[config.mk]
export PLATFORM = sky130hd
export DESIGN_NAME = pdpw_front
export DESIGN_NICKNAME = d
export VERILOG_FILES = /design/src/hdl/pdpw_pkg.sv /design/src/hdl/pdpw_front.sv
export SDC_FILE = /design/constraint.sdc
export NUM_CORES = 1
export LEC_CHECK = 0
export ABC_AREA = 1
export BUFFER_PORTS_ARGS = -buffer_cell sky130_fd_sc_hd__buf_4
export CORE_UTILIZATION = 60
export DETAILED_ROUTE_END_ITERATION = 7
export PLACE_DENSITY = 0.82
export SKIP_CTS_REPAIR_TIMING = 1
export SYNTH_ARGS = -nofsm -noshare
export SYNTH_HDL_FRONTEND = slang
export SYNTH_SLANG_ARGS = --single-unit
[constraint.sdc]
create_clock -name clock -period 6 [get_ports clock]
set_input_delay 0.3 -clock clock [delete_from_list [all_inputs] [get_ports clock]]
set_output_delay 0.3 -clock clock [all_outputs]
set_load 0.05 [all_outputs]
[src/hdl/pdpw_pkg.sv]
`timescale 1ns / 1ps
// ----------------------------------------------------------------------------
// pdpw_pkg
// Shared types and constants of the polar density point weighting block.
// ----------------------------------------------------------------------------
package pdpw_pkg;

   // angle arithmetic, turns scaled by 2^32
   localparam int CORDIC_STEPS = 24;
   localparam int ZW           = 34;
   localparam int PW           = 33;
   localparam int SCALE_SHIFT  = 20;
   localparam int WEIGHT_SHIFT = 16;

   localparam logic signed [ZW-1:0] QUARTER_TURN = 34'sd1073741824;
   localparam logic signed [ZW:0]   HALF_TURN    = 35'sd2147483648;
   localparam logic signed [ZW:0]   FULL_TURN    = 35'sd4294967296;

   // depth of the queue between front and back
   localparam int QDEPTH = 4;

   // configuration register indexes
   localparam logic CSR_RING_COUNT   = 1'b0;
   localparam logic CSR_SECTOR_COUNT = 1'b1;

   // classified point entry, front to back
   typedef struct packed {
      logic [15:0] pos_x;
      logic [15:0] pos_y;
      logic        keep;
      logic        final_point;
   } pdpw_item_type;

   typedef enum logic [3:0] {
      ST_LOAD,
      ST_DIFF,
      ST_SQX,
      ST_SQY,
      ST_RHS,
      ST_FETCH,
      ST_ITER,
      ST_SECT,
      ST_COUNT,
      ST_WFETCH,
      ST_WBIN,
      ST_WDEN,
      ST_DIV,
      ST_WOUT
   } pdpw_state_type;

   // arctangent of 2^-i in turns scaled by 2^32
   function automatic logic signed [ZW-1:0] atan_turn(input logic [4:0] step);
      logic signed [ZW-1:0] val;
      case (step)
         5'd0:    val = 34'sd536870912;
         5'd1:    val = 34'sd316933406;
         5'd2:    val = 34'sd167458907;
         5'd3:    val = 34'sd85004756;
         5'd4:    val = 34'sd42667331;
         5'd5:    val = 34'sd21354465;
         5'd6:    val = 34'sd10679838;
         5'd7:    val = 34'sd5340245;
         5'd8:    val = 34'sd2670163;
         5'd9:    val = 34'sd1335087;
         5'd10:   val = 34'sd667544;
         5'd11:   val = 34'sd333772;
         5'd12:   val = 34'sd166886;
         5'd13:   val = 34'sd83443;
         5'd14:   val = 34'sd41722;
         5'd15:   val = 34'sd20861;
         5'd16:   val = 34'sd10430;
         5'd17:   val = 34'sd5215;
         5'd18:   val = 34'sd2608;
         5'd19:   val = 34'sd1304;
         5'd20:   val = 34'sd652;
         5'd21:   val = 34'sd326;
         5'd22:   val = 34'sd163;
         5'd23:   val = 34'sd81;
         default: val = '0;
      endcase
      return val;
   endfunction

endpackage

[src/hdl/pdpw_front.sv]
`timescale 1ns / 1ps
// ----------------------------------------------------------------------------
// pdpw_front
// Accepts points, marks those that still fit the store, queues them.
// ----------------------------------------------------------------------------
module pdpw_front import pdpw_pkg::*; #(
   parameter int MAX_POINTS = 64
) (
   input  logic          clock,
   input  logic          reset,
   input  logic          req_push,
   output logic          req_full,
   input  logic [15:0]   req_pos_x,
   input  logic [15:0]   req_pos_y,
   input  logic          req_final_point,
   output logic          item_valid,
   output pdpw_item_type item,
   input  logic          item_pop
);

   localparam int NW  = $clog2(MAX_POINTS + 1);
   localparam int QPW = $clog2(QDEPTH);

   logic [NW-1:0]  loaded_ff;
   logic [QPW-1:0] head_ff, tail_ff;
   logic [QPW:0]   count_ff;
   pdpw_item_type  q_ff [QDEPTH];
   logic           push_ok, pop_ok, keep;

   assign req_full   = (count_ff == (QPW+1)'(QDEPTH));
   assign item_valid = (count_ff != '0);
   assign item       = q_ff[head_ff];
   assign push_ok    = req_push && !req_full;
   assign pop_ok     = item_pop && item_valid;
   assign keep       = (int'(loaded_ff) < MAX_POINTS);

   // points of the open set, decides which ones still fit
   always_ff @(posedge clock) begin
      if (reset) begin
         loaded_ff <= '0;
      end else if (push_ok) begin
         if (req_final_point) begin
            loaded_ff <= '0;
         end else if (keep) begin
            loaded_ff <= loaded_ff + NW'(1);
         end
      end
   end

   // queue pointers
   always_ff @(posedge clock) begin
      if (reset) begin
         head_ff  <= '0;
         tail_ff  <= '0;
         count_ff <= '0;
      end else begin
         if (push_ok) tail_ff <= tail_ff + QPW'(1);
         if (pop_ok)  head_ff <= head_ff + QPW'(1);
         if (push_ok && !pop_ok)      count_ff <= count_ff + (QPW+1)'(1);
         else if (!push_ok && pop_ok) count_ff <= count_ff - (QPW+1)'(1);
      end
   end

   // queue storage
   always_ff @(posedge clock) begin
      if (push_ok) begin
         q_ff[tail_ff] <= '{pos_x: req_pos_x, pos_y: req_pos_y, keep: keep,
                            final_point: req_final_point};
      end
   end

endmodule

# --- Word level (Yosys, flattened, before mapping) ---
# Memory sizes are Yosys's and may differ from the RTL's. A register that Yosys moved wholly into a read port is not among the register bits.
# Cells that the tools add are included.
word_totals:
  mem_bits_rw: 136
  word_cells: 31
  mem_count: 1
  reg_bits: 14
  input_bits: 37
  out_inout_bits: 36
memory_table:
  columns: ["memory", "depth", "width", "rd", "rd_clocked_by_memory_dff", "write_ports", "line", "rtl"]
  rows:
  - ["q_ff", 4, 34, 1, 1, 1, "pdpw_front.sv:27", "pdpw_item_type q_ff [QDEPTH];"]
classes:
  mux: 8
  eq_ne: 1
  n_addsub: 5
  order_cmp: 1
  reduce_logical: 11
op_table:
  columns: ["operator", "count"]
  rows:
  - ["7-bit 2-to-1 mux", 2]
  - ["7-bit by 1-bit adder with 7-bit output (second input constant)", 1]
  - ["7-bit < comparator (second input constant)", 1]
  - ["3-bit 2-to-1 mux", 2]
  - ["2-bit by 1-bit adder with 2-bit output (second input constant)", 2]
  - ["1-bit logical AND", 4]
  - ["2-bit 2-to-1 mux", 2]
  - ["2-bit nonzero test", 2]
  - ["3-bit by 1-bit adder with 3-bit output (second input constant)", 1]
  - ["3-bit == test (second input constant)", 1]
  - ["1-bit zero test", 3]
  - ["3-bit nonzero test", 1]
  - ["3-bit by 1-bit subtractor with 3-bit output (second input constant)", 1]
  - ["1-bit 2-to-1 mux", 2]
  - ["2-bit AND reduction", 1]

# --- Logic depth before layout (Yosys ltp) ---
# Gate-level depths: netlist (run 1).
logic_depth:
  word_depth: 7
  depth_mapped: 11
  ltp_nobuf: 11

# --- Worst setup path before layout (run 1) ---
# OpenSTA, ideal clock, no wires.
synth_timing:
  path_kind: "reg2reg"
  from: "reg count_ff[0]"
  to: "mem q_ff[0][0] (netlist name) (enable)"
  setup_time_ns: 0.425
  synth_period_minus_slack_ns: 2.608
  path_slack_ns: 3.392
  required_ns: 5.575
  path_stages_with_launch: 5
  n_path_buf: 0
  arrival_time_ns: 2.182
  cell_sequence: "dfxtp_1 > nor2_2 > nand2_1 > nand2_1 > nor2_1"
synth_via:
  elab_chain_cells: 5
synth_lines:
  columns: ["item", "line", "rtl"]
  rows:
  - ["from (decl)", "pdpw_front.sv:26", "logic [QPW:0] count_ff;"]
  - ["from (signal assigned)", "pdpw_front.sv:59", "if (push_ok && !pop_ok) count_ff <= count_ff + (QPW+1)'(1);"]
  - ["from (signal assigned)", "pdpw_front.sv:60", "else if (!push_ok && pop_ok) count_ff <= count_ff - (QPW+1)'(1);"]
  - ["3-bit == test", "pdpw_front.sv:30", "assign req_full = (count_ff == (QPW+1)'(QDEPTH));"]
  - ["1-bit zero test", "pdpw_front.sv:33", "assign push_ok = req_push && !req_full;"]
  - ["1-bit logical AND", "pdpw_front.sv:33", null]
  - ["1-bit 2-to-1 mux", "pdpw_front.sv:66", "if (push_ok) begin"]
  - ["1-bit 2-to-1 mux (implied by the code)", "pdpw_front.sv:67", "q_ff[tail_ff] <= '{pos_x: req_pos_x, pos_y: req_pos_y, keep: keep,"]
  - ["to (decl)", "pdpw_front.sv:27", null]
# Every way passes these cells.

==> flow_summary.toml, run 1 <==
[min_path]
hold_path_startpoint = "item_pop"
holdPathStages = 3
min_path_type = "in -> reg"
min_to = "head_ff[1]"

[setup_path]
arrival_ns = 3.31
start_kind = "flip-flop"
criticalPathCategory = "reg -> out"
regToRegSetupSlack_ns = 3.65
r2r-start = "count_ff[0]"
worst_ep_required_time_ns = 5.70
ff2ff_path_depth = 4
path_max_fanout = 69
r2r-end = "q_ff[0][15]"
cp-end-kind = "output port"

[sta]
worst_slack_ns = 2.395
max-slew-margin-rel_pct = 17.53
rsz0062_at_grt = "false"
skew_ns = 0.01159
period_share_pct = 60.09
drv_slew = 0
fmax_ghz = 0.2774
finalCriticalPeriod_ns = 3.606
worst_slew_pin_slew_ns = 1.235
hold_viol_final = 0
setup_viol = 0
tns_ns = 0

[floorplan]
die_area_um2 = 10100
initial_core_util_pct = 62.41
rows = 35
die_h_um = 100.5
coreArea_um2 = 9328
die_w_um = 100.5
io_pins = 73

[route]
wl_per_cell_um = 17.99
vias_per_cell = 5.679
drc_errors = 0
dr.pass1.iters = 5
drt-total-wl_mm = 12.40
vias = 3913
drt_iter0_markers = 303
drtAntennaViolNets = 0

[power_and_ir_drop]
worst_ir_drop_vdd_uv = 288.7
power_w = 0.003462
power_density_nw_per_um2 = 470.2
p_leak_nw = 2.643

[clock_tree]
cts_root_buf = "clkbuf_8"
clkSinkCount = 152
clockBufferDepth = 2
cts_max_level = 4
clock_latency_ns = 0.53
clkSlewWorstSetupHoldPaths_ns = 0.06
cts_tree = "built"
cts_inserted_buffers = 17

[yosys]
yosys.area_share.simple_pct = 8.145
synth_xor_xnor_area_share_pct = 0.1504
synthAdderAreaFrac_pct = 1.633
avgSynthCellArea_um2 = 13.11
netlist_area_um2 = 5822
ys_async_sr_fraction_pct = 0
syn_nets = 488
synth_cell_types = 24
muxShareOfSynthArea_pct = 0
synth_compound_area_share_pct = 11.15
yosysWarnings = 0
ys_seq_area_share_pct = 75.65
synth_top_family_by_area = "compound AO/OA/AOI/OAI gates"
synth_seq_cells = 152
netlist_instances = 444
synth_edf_count = 136
synth-main-ff-cell = "edfxtp_1"

[layout]
nNetsFinal = 592
areaGrowthSynthToFinish_pct = 26.46
n_fill_cell = 561
n_antenna_cell = 0
drive_above_1_share_pct = 19.82

[placement]
place_congestion = 0.8156
pre_cts_slack_ns = 2.975
dp_hpwl_mm = 6.354
io_buffers = 72

[run]
maxCapViolations = 0

[grt]
grt_usage_pct = 24.44
grt_pass1_vias = 3588
grt_max_degree = 70
antenna_found_initial = 0
grt_overflow_total = 0
grt_pass1_wl_mm = 18.02

[run_status]
status = "finished clean"
## flip-flops by register name, indices dropped and copies added (netlist names), named ones only
name	cells
q_ff	136
loaded_ff	7
tail_ff	2
head_ff	2
count_ff	3
## per-layer routing
layer  part of all wire [%]  GRT usage [%]  up-vias
li1                       -              -     1828
met5                      0              0        -
met3                    6.8          6.241       18
met1                     40          31.66     1887
met4                    1.6          11.04        0
met2                     52          39.36      180
## metrics by stage
| step | std cells | hold WS [ns] | area [um2] | util [%] |
|---|---|---|---|---|
| 2_1_floorplan | 444 | 0.3691 | 5822 | - |
| 5_1_grt | 689 | 0.1323 | 7362 | 78.93 |
| 4_1_cts | 655 | -0.04059 | 7022 | 75.28 |
| 6_report | 689 | 0.1192 | 7362 | 78.93 |
| 3_5_place_dp | 624 | 0.4860 | 6455 | 69.20 |
| 3_3_place_gp | 624 | 0.4742 | 6455 | 69.20 |
## worst max-delay path, cell delays in order (launching register included)
cell	delay (ns)
dfxtp_2	1.12
inv_2	0.77
o21ai_0	0.48
o22ai_1	0.15
buf_4	0.22
## cell usage in the layout, fill, tap and decap left out, types with 2 or more instances in the layout
cell type / n
bufinv_16: 2
ha_1: 6
a21oi_1: 10
nand2_1: 18
clkinv_4: 5
o22ai_1: 34
clkinvlp_4: 3
nand3_1: 7
clkbuf_16: 16
inv_6: 2
nand4_1: 3
edfxtp_1: 136
nor2_1: 83
buf_4: 72
dfxtp_1: 15
o21ai_0: 74
inv_1: 23
nor2_4: 4
dlygate4sd3_1: 34
## cells in the mapped netlist (all sizes together) (3+ instances only)
cell type  count  area share (%)
edfxtp       136              70
nor2          88             5.7
o21ai         74             6.4
o22ai         34             3.7
inv           24             1.5
nand2         19             1.3
dfxtp         16             5.5
clkbuf        13            0.86
a21oi         11             1.0
buf            8            0.86
nand3          7            0.60
ha             6             1.3
nand4          3            0.32
## power by group
| group | switching [W] | total [W] | internal (W) |
|---|---|---|---|
| registers | 0.0000902 | 0.00137 | 0.00128 |
| logic | 0.000778 | 0.00108 | 0.000300 |
| clock network | 0.000423 | 0.00101 | 0.000592 |
| total | 0.00129 | 0.00346 | 0.00217 |
## cell type report
type	instances	area, um2	area share, %
sequential	152	4405	59.84
multi-input combinational	247	1257	17.08
timing repair buffer	106	880.8	11.96
clock buffer	17	414.1	5.625
tap	129	161.4	2.192
clock inverter	14	152.6	2.073
inverter	24	90.09	1.224
## logic make-up (layout without fill, tap and decap cells)
logic type / after synthesis / count (layout)
AND/OR/NAND/NOR: 119 / 119
AO/OA/AOI/OAI: 120 / 120
adder cells (fa/ha/maj): 7 / 7
buffers and inverters: 45 / 161
flip-flops: 152 / 152
XOR/XNOR: 1 / 1
## worst max path at each step
stage	end	slack, ns	depth (start not counted)
after floorplan	q_ff[0][0]	3.39	4
after global placement	item[3]	3.10	4
after detailed placement	item[2]	2.98	4
after CTS	item[18]	2.41	4
after global routing	item[6]	2.13	4
final	item[2]	2.39	4
Power figures use the tool's default switching activity.
==> run 2, diff against run 1 <==
--- a/config.mk
+++ b/config.mk
@@ -5,11 +5,11 @@
 export SDC_FILE = /design/constraint.sdc
 export NUM_CORES = 1
 export LEC_CHECK = 0
-export ABC_AREA = 1
+export ABC_AREA = 0
 export BUFFER_PORTS_ARGS = -buffer_cell sky130_fd_sc_hd__buf_4
-export CORE_UTILIZATION = 60
+export CORE_UTILIZATION = 51
 export DETAILED_ROUTE_END_ITERATION = 7
-export PLACE_DENSITY = 0.82
+export PLACE_DENSITY = 0.75
 export SKIP_CTS_REPAIR_TIMING = 1
 export SYNTH_ARGS = -nofsm -noshare
 export SYNTH_HDL_FRONTEND = slang
==> constraint.sdc (replaced) <==
create_clock -name clock -period 3.11 [get_ports clock]
set_input_delay 0.1555 -clock clock [delete_from_list [all_inputs] [get_ports clock]]
set_output_delay 0.1555 -clock clock [all_outputs]
set_load 0.05 [all_outputs]
==> flow_summary.toml, run 2 <==
[run_status]
status = "finished clean"

[sta]
max-slew-margin-rel_pct = 39.68
rsz0062_at_grt = "false"
period_share_pct = 78.56
drv_slew = 0
tns_ns = 0
fmax_ghz = 0.4093
skew_ns = 0.009953
hold_viol_final = 0
worst_slew_pin_slew_ns = 0.9048
finalCriticalPeriod_ns = 2.443
setup_viol = 0

[clock_tree]
cts_max_level = 4
cts_root_buf = "clkbuf_8"
clkSlewWorstSetupHoldPaths_ns = 0.06
clockBufferDepth = 2
cts_inserted_buffers = 17
cts_tree = "built"
clock_latency_ns = 0.50
clkSinkCount = 152

[layout]
top_register = "q_ff"
areaGrowthSynthToFinish_pct = 29.41
multi_input_area_um2 = 1187
n_fill_cell = 734
nNetsFinal = 426
drive_above_1_share_pct = 37.47
finalInstanceArea_um2 = 7328
seq_area_um2 = 4407
n_antenna_cell = 0
largest_register_ffs = 136
layout_commonest_cell = "edfxtp_1"
reg.largest.list = "q_ff: 136 flops, loaded_ff: 7 flops, count_ff: 3 flops"
final_cell_mix = "edfxtp_1 (136), buf_4 (78), mux4_2 (34), dlygate4sd3_1 (34), clkbuf_16 (16)"

[yosys]
ys_async_sr_fraction_pct = 0
synth-main-ff-cell = "edfxtp_1"
ys_seq_area_share_pct = 77.77
netlist_area_um2 = 5663
syn_nets = 306
yosysWarnings = 0
yosysMostFrequentCell = "edfxtp_1"
synth_seq_cells = 152
synth_area_leaders = "edfxtp_1 (72%), mux4_2 (14%), dfxtp_1 (5.7%)"
avgSynthCellArea_um2 = 21.61
synth_top_cell_by_area = "edfxtp_1"
synth_edf_count = 136
synth_cell_types = 27
netlist_instances = 262
yosys-top-cells-count = "edfxtp_1 (136), mux4_2 (34), dfxtp_1 (16), nor2_1 (11)"
netlist.area_leader.share_pct = 72.12

[grt]
grt_pass1_wl_mm = 15.04
grt_overflow_total = 0
grt_pass1_vias = 2853
antenna_found_initial = 0
grt_max_degree = 35
grt_usage_pct = 18.36

[setup_path]
crit_path_frequent_cell = "buf_4"
path_depth = 3
r2r-start = "count_ff[0]"
path_cells = "buf_4, mux4_2, buf_4"
r2r-end = "count_ff[2]"
slowest_stage = "dfxtp_2"
critical_path_buf_inv_count = 2
path_max_fanout = 16
criticalPathCategory = "reg -> out"
ff2ff_path_depth = 8
slowest_delay_ns = 0.68
endpoint = "item[7]"
cp-end-kind = "output port"
start_kind = "flip-flop"
worst_ep_required_time_ns = 2.95
regToRegSetupSlack_ns = 0.77
arrival_ns = 2.29
crit_family = "flip-flops"

[route]
met1_length_mm = 4.196
wl_per_cell_um = 18.47
vias = 2881
drc_errors = 0
drt_iter0_markers = 108
wl_met3_um = 476
drtAntennaViolNets = 0
dr.pass1.iters = 4
wl_met2_mm = 5.185
drt-total-wl_mm = 9.884
dr.max_layer_used = "met4"
vias_per_cell = 5.385

[floorplan]
initial_core_util_pct = 52.24
die_h_um = 107.4
rows = 38
coreArea_um2 = 10840
die_w_um = 107.4
die_area_um2 = 11530
io_pins = 73

[min_path]
min_path_type = "in -> reg"

[placement]
place_congestion = 0.7224
io_buffers = 72
placed_cell_area_um2 = 6374
dp_hpwl_mm = 5.745

[power_and_ir_drop]
worst_ir_drop_vdd_uv = 646.0
p_leak_nw = 2.561
power_density_nw_per_um2 = 911.4

[run]
maxCapViolations = 0
## run 2: logic make-up after synthesis
logic type / Yosys count / share of synthesized area (%)
xor+xnor: 8 / 1.237
mux: 36 / 13.88
buf+inv: 16 / 1.348
fa+ha+maj: 7 / 1.679
simple gates: 35 / 3.248
flops: 152 / 77.77
compound gates: 8 / 0.8397
## run 2: metrics by stage
stage / util (%) / worst slack (ns) / power (W) / hold slack (ns) / cells
floorplan: - / 0.7391 / 0.004066 / 0.2544 / 262
global placement: 58.79 / 0.9016 / 0.004587 / 0.3545 / 469
detailed placement: 58.79 / 0.7797 / 0.004616 / 0.3596 / 469
CTS: 64.46 / 0.5564 / 0.006711 / -0.1747 / 501
global route: 67.60 / 0.4535 / 0.006932 / 0.04825 / 535
finish: 67.60 / 0.6667 / 0.006679 / 0.05881 / 535
## run 2: layer usage
| metal | up-vias | global-route usage, % |
|---|---|---|
| met5 | - | 0 |
| met4 | 0 | 4.403 |
| met3 | 2 | 6.477 |
| met2 | 90 | 30.28 |
| met1 | 1484 | 23.50 |
| li1 | 1305 | - |
## run 2: tightest hold or removal path: stages
cell	delay, ns
buf_4	0.11
nand2_1	0.09
xor2_1	0.09
nor2_1	0.07
## run 2: power breakdown
part | total [W] | switching [W] | internal (W)
Sequential | 0.00263 | 0.000148 | 0.00248
Combinational | 0.00197 | 0.00123 | 0.000737
Clock | 0.00208 | 0.000771 | 0.00131
Total | 0.00668 | 0.00215 | 0.00453
## run 2: area by class of cell
type,count,area share (%)
timing repair buffer,112,12.63
clock inverter,14,2.681
multi-input combinational,94,16.20
clock buffer,18,5.703
sequential,152,60.13
inverter,5,0.2561
tap,140,2.390
## run 2: worst min-delay path by stage
stage	startpoint	to	slack, ns	cells after the start
floorplan	req_final_point	q_ff[0][0]	0.25	0
global placement	req_pos_y[14]	q_ff[2][16]	0.35	1
detailed placement	req_pos_y[5]	q_ff[3][7]	0.36	1
CTS	req_pos_x[0]	q_ff[2][18]	-0.17	1
global route	item_pop	flip-flop	0.05	4
finish	item_pop	flip-flop	0.06	4
